[src/design/bfnp_pkg.sv]
// ----------------------------------------------------------------------------
// bfnp_pkg
// Shared constants for the brute-force nearest point search block.
// ----------------------------------------------------------------------------
`default_nettype none

package bfnp_pkg;

  localparam int MAX_POINTS_DEF = 1024;

  localparam int COORD_W = 16;
  localparam int POINT_W = 3 * COORD_W;
  localparam int DIST_W  = 32;
  localparam int INDEX_W = 10;

  localparam logic [DIST_W-1:0] RADIUS_SQ_RST = '1;

  localparam logic [1:0] OP_CLEAR  = 2'd0;
  localparam logic [1:0] OP_APPEND = 2'd1;
  localparam logic [1:0] OP_QUERY  = 2'd2;

  localparam logic [2:0] ST_HIT     = 3'd0;
  localparam logic [2:0] ST_MISS    = 3'd1;
  localparam logic [2:0] ST_STORED  = 3'd2;
  localparam logic [2:0] ST_FULL    = 3'd3;
  localparam logic [2:0] ST_CLEARED = 3'd4;

  typedef enum logic [1:0] {
    S_IDLE = 2'b01,
    S_SCAN = 2'b10
  } state_t;

endpackage

`default_nettype wire

[src/design/bfnp_dist.sv]
// ----------------------------------------------------------------------------
// bfnp_dist
// Pipelined squared-distance unit: difference, square, saturating sum.
// ----------------------------------------------------------------------------
`default_nettype none

module bfnp_dist
  import bfnp_pkg::*;
#(
  parameter int AW = 10
) (
  input  wire logic                       clk,
  input  wire logic                       rst,
  input  wire logic                       in_valid,
  input  wire logic [AW-1:0]              in_idx,
  input  wire logic [POINT_W-1:0]         point,
  input  wire logic signed [COORD_W-1:0]  qx,
  input  wire logic signed [COORD_W-1:0]  qy,
  input  wire logic signed [COORD_W-1:0]  qz,
  output logic                            out_valid,
  output logic [AW-1:0]                   out_idx,
  output logic [DIST_W-1:0]               out_dist,
  output logic                            active
);

  logic signed [COORD_W:0] dx, dy, dz;
  logic [COORD_W-1:0]      ax, ay, az;
  logic [2*COORD_W-1:0]    sx, sy, sz;
  logic [DIST_W+1:0]       sum;
  logic                    va, vb;
  logic [AW-1:0]           ia, ib;

  function automatic logic [COORD_W-1:0] abs_diff(logic signed [COORD_W:0] d);
    logic signed [COORD_W:0] m;
    m = d[COORD_W] ? -d : d;
    return m[COORD_W-1:0];
  endfunction

  always_comb begin
    dx  = {qx[COORD_W-1], qx} - {point[3*COORD_W-1], point[3*COORD_W-1:2*COORD_W]};
    dy  = {qy[COORD_W-1], qy} - {point[2*COORD_W-1], point[2*COORD_W-1:COORD_W]};
    dz  = {qz[COORD_W-1], qz} - {point[COORD_W-1], point[COORD_W-1:0]};
    sum = (DIST_W+2)'(sx) + (DIST_W+2)'(sy) + (DIST_W+2)'(sz);
  end

  always_ff @(posedge clk) begin
    if (rst) begin
      va        <= 1'b0;
      vb        <= 1'b0;
      out_valid <= 1'b0;
    end else begin
      va        <= in_valid;
      vb        <= va;
      out_valid <= vb;
    end
  end

  always_ff @(posedge clk) begin
    ax <= abs_diff(dx);
    ay <= abs_diff(dy);
    az <= abs_diff(dz);
    ia <= in_idx;
    sx <= ax * ax;
    sy <= ay * ay;
    sz <= az * az;
    ib <= ia;
    out_dist <= (sum[DIST_W+1:DIST_W] != 2'b00) ? '1 : sum[DIST_W-1:0];
    out_idx  <= ib;
  end

  assign active = va | vb | out_valid;

endmodule

`default_nettype wire

[config.mk]
export PLATFORM = sky130hd
export DESIGN_NAME = bfnp_dist
export DESIGN_NICKNAME = d
export VERILOG_FILES = /design/src/design/bfnp_pkg.sv /design/src/design/bfnp_dist.sv
export SDC_FILE = /design/constraint.sdc
export NUM_CORES = 2
export LEC_CHECK = 0
export BUFFER_PORTS_ARGS = -buffer_cell sky130_fd_sc_hd__buf_2
export CORE_ASPECT_RATIO = 2
export CORE_MARGIN = 4
export CORE_UTILIZATION = 55
export DETAILED_ROUTE_END_ITERATION = 6
export MAX_ROUTING_LAYER = met4
export PLACE_DENSITY = 0.75
export SYNTH_ARGS = -nofsm -noshare
export SYNTH_HDL_FRONTEND = slang
export SYNTH_SLANG_ARGS = --single-unit
[constraint.sdc]
create_clock -name clk -period 5.97 [get_ports clk]
set_clock_uncertainty 0.15 [all_clocks]
set_input_delay 0.8955 -clock clk [delete_from_list [all_inputs] [get_ports clk]]
set_output_delay 0.8955 -clock clk [all_outputs]
set_load 0.1 [all_outputs]
== Word-level counts from Yosys, hierarchy flattened ==
Cells that the tools add are included.

* Input bits: 109
* Bits in latches: 0
* Memory bits (writable): 0
* ROM bits: 0
* Bits in registers: 209
* Memories kept: 0
* Logic and storage cells: 30
* Output and inout port bits: 44

* Multiply operators: 3
* Equality and inequality tests: 0
* Order comparisons: 0
* $add $sub $neg: 8
* Divide/modulo/power cells: 0
* Muxes and demuxes: 3
* Reduce and logical (&&, ||, !) cells: 1
* Bitwise logic cells: 2
* Shift-type cells: 0

{| class="wikitable"
|+ Operators with widths
! kind !! count
|-
| multiplier 16 x 16 -> 32 bit || 3
|-
| subtractor 16 x 16 -> 17 bit || 3
|-
| two-way mux 16 bit || 3
|-
| negator 16 bit || 3
|-
| adder 33 x 32 -> 34 bit || 1
|-
| adder 32 x 32 -> 33 bit || 1
|-
| OR 1 bit || 2
|-
| nonzero test 2 bit || 1
|}

== Logic depth before layout (Yosys ltp) ==
* Depth in word-level cells: 3
* Gate-level depth with buffers: 26
* Mapped depth without buffers: 24

== Worst setup path before layout ==
Ideal clock, no wire load.

* Path type: flip-flop to flip-flop
* Start: register az[9]
* End: register sz[28]
* Data arrival time: 5.980 ns
* Library setup time: 0.135 ns
* Data required time: 5.685 ns
* Slack: -0.295 ns
* Period minus slack after synthesis: 6.265 ns
* Buffers on the path: 1
* Stages on the path, launching flop included: 24
* Path through: dfxtp_1 -> clkbuf_1 -> nand2_1 -> fa_1 -> inv_1 -> fa_1 -> inv_1 -> fa_1 -> inv_1 -> fa_1 -> fa_1 -> inv_1 -> fa_1 -> inv_1 -> ha_1 -> a21oi_1 -> o21ai_0 -> a21oi_1 -> nor2b_1 -> o41ai_1 -> a21oi_1 -> a221oi_1 -> mux2i_1 -> o2111ai_1

* Cells in the longest elaborated chain, start to end: 1

{| class="wikitable"
|+ RTL lines
! item !! line !! RTL
|-
| start: declaration || bfnp_dist.sv:27 || <nowiki>logic [COORD_W-1:0] ax, ay, az;</nowiki>
|-
| start signal: assignment || bfnp_dist.sv:61 || <nowiki>az <= abs_diff(dz);</nowiki>
|-
| multiplier 16 x 16 -> 32 bit || bfnp_dist.sv:65 || <nowiki>sz <= az * az;</nowiki>
|-
| end signal: assignment || bfnp_dist.sv:65 ||
|-
| end: declaration || bfnp_dist.sv:28 || <nowiki>logic [2*COORD_W-1:0] sx, sy, sz;</nowiki>
|}

Every way passes these cells.
A chain may end at the register's enable or synchronous reset.

== Final worst setup path ==
* Start: register az[10]
* End: register sz[30]

The elaborated chain is that of the path after synthesis.

==> impl_metrics.yaml <==
run_status:
  status: "complete, but fails checks"
  violations: "negative setup slack"
die:
  die_h_um: 346
  placement_rows: 123
  io_pins: 153
  start_util: 0.557
  coreArea_um2: 56500
  die-area_um2: 61400
  die_w_um: 177
detailed_routing:
  avgViaCountPerCell: 5.31
  drc: 0
  postRouteWirelength_um: 79800
  wl_per_cell_um: 17.0
  first_iter_violations: 840
  ant_nets: 0
  num_vias: 24912
  drt_pass1_iterations: 5
timing:
  period_needed_ns: 5.98
  setup-violations-final: 2
  rsz0062_at_grt: "yes"
  fmax_mhz: 167
  fin_crit_sh: 1.00
  maxSlewViolCount: 0
  finalHoldViolations: 0
  setup_ws_ns: -0.00822
  timing.slew.headroom: 0.509
  whs_ns: 0.176
  worst_pin_slew_ns: 0.730
cts:
  clock_latency_ns: 0.56
  clock_sinks: 206
  clkTransAtPathRegs_ns: 0.06
  cts-root-buf: "clkbuf_16"
  cts_buffers: 22
  cts_buffer_depth: 3
  cts-htree-levels: 1
  hold_buffers: 0
  cts_tree: "built"
global_route:
  grt_pass1_wl_um: 128000
  track_usage: 0.267
  antenna_found_initial: 0
  grt_overflow: 0
  grt_pass1_vias: 27066
  grt_max_degree: 33
yosys:
  synth_top_family_by_area: "adder cells"
  synthXorXnorAreaFrac: 0.0554
  yosys_register_bits: 206
  yosys_warnings: 0
  ys_seq_area_frac: 0.131
  syn_area_um2: 31500
  synth.distinct_cells: 78
  muxShareOfSynthArea: 0.00310
  async_reset_ff_frac: 0
  ys.flop_type: "dfxtp_1"
  synthTopCellsByArea: "fa_1 (33%), ha_1 (15%), dfxtp_1 (13%)"
  synth_compound_gate_area_share: 0.100
  synth-edff-count: 0
  synth_cells: 3470
  syn_area_per_cell_um2: 9.07
  synth_top_area_frac: 0.331
  synth_top_area_cell: "fa_1"
  synth_adder_area_share: 0.484
  yosys.area_share.simple: 0.118
worst_setup_path:
  cp-start-kind: "flop"
  crit_arrival_ns: 6.25
  path_max_fanout: 7
  critPathSlowestCell: "fa_1"
  required_ns: 6.24
  crit_type: "flop to flop"
  end_kind: "flop"
  cpMostUsedCell: "fa_1"
  slowest_delay_ns: 0.55
cells_and_area:
  num-nets-final: 4936
  area_growth_pct: 20.0
  fillers: 4461
  postLayoutCoreUtil: 0.669
  antenna_cells: 0
  drive_above_1_share: 0.217
placed_design:
  port_buffers: 152
  place_ws_ns: -0.378
  gp_congestion: 0.940
  place_hpwl_um: 66600
worst_hold_path:
  hp-class: "flop to flop"
run:
  maxCapViolCount: 0
## final cells by class
cell class,count,area [µm²],area share
Clock inverter,13,178,0.00470
Timing Repair Buffer,500,3590,0.0952
Tap cell,750,938,0.0248
Sequential cell,206,4230,0.112
Clock buffer,27,621,0.0164
Inverter,827,3100,0.0822
Multi-Input combinational cell,2365,25100,0.665
## placed cells by master, fill, tap and decap left out, types with 11 or more instances in the layout
| master | synthesis | layout |
|---|---|---|
| o21a_1 | 28 | 28 |
| fa_2 | 0 | 20 |
| nand2_2 | 0 | 27 |
| a31oi_1 | 19 | 16 |
| o21ai_0 | 95 | 83 |
| nor2_1 | 128 | 122 |
| buf_6 | 4 | 32 |
| inv_2 | 0 | 40 |
| a21oi_1 | 113 | 88 |
| a211oi_1 | 22 | 19 |
| dfxtp_1 | 206 | 163 |
| xnor2_1 | 138 | 135 |
| nand2b_1 | 22 | 22 |
| nand3_1 | 40 | 35 |
| o21ai_2 | 5 | 14 |
| dfxtp_2 | 0 | 21 |
| xor2_1 | 61 | 57 |
| fa_1 | 521 | 501 |
| dfxtp_4 | 0 | 22 |
| o211ai_1 | 11 | 11 |
| buf_4 | 0 | 306 |
| buf_2 | 1 | 152 |
| or2_2 | 13 | 13 |
| and2_4 | 0 | 13 |
| o21bai_1 | 24 | 22 |
| ha_4 | 0 | 26 |
| a21o_1 | 63 | 63 |
| clkbuf_16 | 0 | 23 |
| and3_1 | 15 | 14 |
| nor2b_1 | 36 | 34 |
| nor3_1 | 37 | 34 |
| and2_1 | 112 | 99 |
| nand2_1 | 328 | 293 |
| a21oi_2 | 0 | 17 |
| inv_1 | 827 | 787 |
| ha_1 | 384 | 355 |
## worst max-delay path: cells and delay by family (launching register included)
kind | cells | cell delay [ns]
AOI/OAI and AO/OA | 7 | 1.11
buffers and inverters | 8 | 0.58
and+or+nand+nor | 2 | 0.25
xor gates and xnor gates | 1 | 0.12
adders and majority gates | 7 | 3.28
DFF | 1 | 0.37
## final timing paths
kind	startpoint	endpoint	slack [ns]	cells after the start
setup / recovery	az[10]	sz[30]	-0.008	25
setup reg to reg	az[10]	sz[30]	-0.008	25
hold reg to reg	ib[8]	out_idx[8]	0.18	0
hold / removal	ib[8]	out_idx[8]	0.18	0
## sequential cells by signal, summed over array words and instances (netlist names), 16 cells and up
| name | count |
|---|---|
| out_dist | 32 |
| sx | 31 |
| sy | 31 |
| sz | 31 |
| ax | 16 |
| ay | 16 |
| az | 16 |
## kinds of logic after synthesis
group,after synthesis
flip-flops,206
AO/OA/AOI/OAI,469
other,1
buffers and inverters,901
multiplexers,9
adder cells (fa/ha/maj),905
XOR/XNOR,199
AND/OR/NAND/NOR,780
## layer usage
metal,global-route usage,share of wire,up-vias
li1,-,-,11711
met1,0.250,0.32,12184
met2,0.510,0.56,669
met3,0.0210,0.031,348
met4,0.173,0.086,0
met5,-,0,-
## stage by stage
| step | cells | TNS [ns] | instance area, µm² |
|---|---|---|---|
| 2_1_floorplan | 3472 | -0.0233 | 31600 |
| 3_3_place_gp | 4608 | -2.47 | 35300 |
| 3_5_place_dp | 4608 | -3.51 | 35300 |
| 4_1_cts | 4653 | -0.0500 | 36400 |
| 5_1_grt | 4688 | -2.96 | 37800 |
| 6_report | 4688 | -0.0136 | 37800 |
## cells in the mapped netlist, types with 5 or more instances
cell      instances
inv_1           827
fa_1            521
ha_1            384
nand2_1         328
dfxtp_1         206
xnor2_1         138
nor2_1          128
a21oi_1         113
and2_1          112
o21ai_0          95
clkbuf_1         66
a21o_1           63
xor2_1           61
nand3_1          40
nor3_1           37
nor2b_1          36
o21a_1           28
o21bai_1         24
a211oi_1         22
nand2b_1         22
a31oi_1          19
and3_1           15
or2_2            13
a31o_2           11
o211ai_1         11
nand4_1          10
nor4_1            8
o41ai_1           8
o31ai_1           7
mux2_2            6
a21boi_0          5
o21ai_2           5
o31a_1            5
or3_1             5
## what timing repair did
item / 4_1_cts / 5_1_grt
setup buffers: 5 / 38
gates resized for setup: 75 / 291
cloned: 0 / 0
pin swaps: 24 / 159
endpoints found under the setup margin: 29 / 34
Power is not shown: default switching activity piles up to over one toggle a cycle in this logic, so the estimate is an artifact.
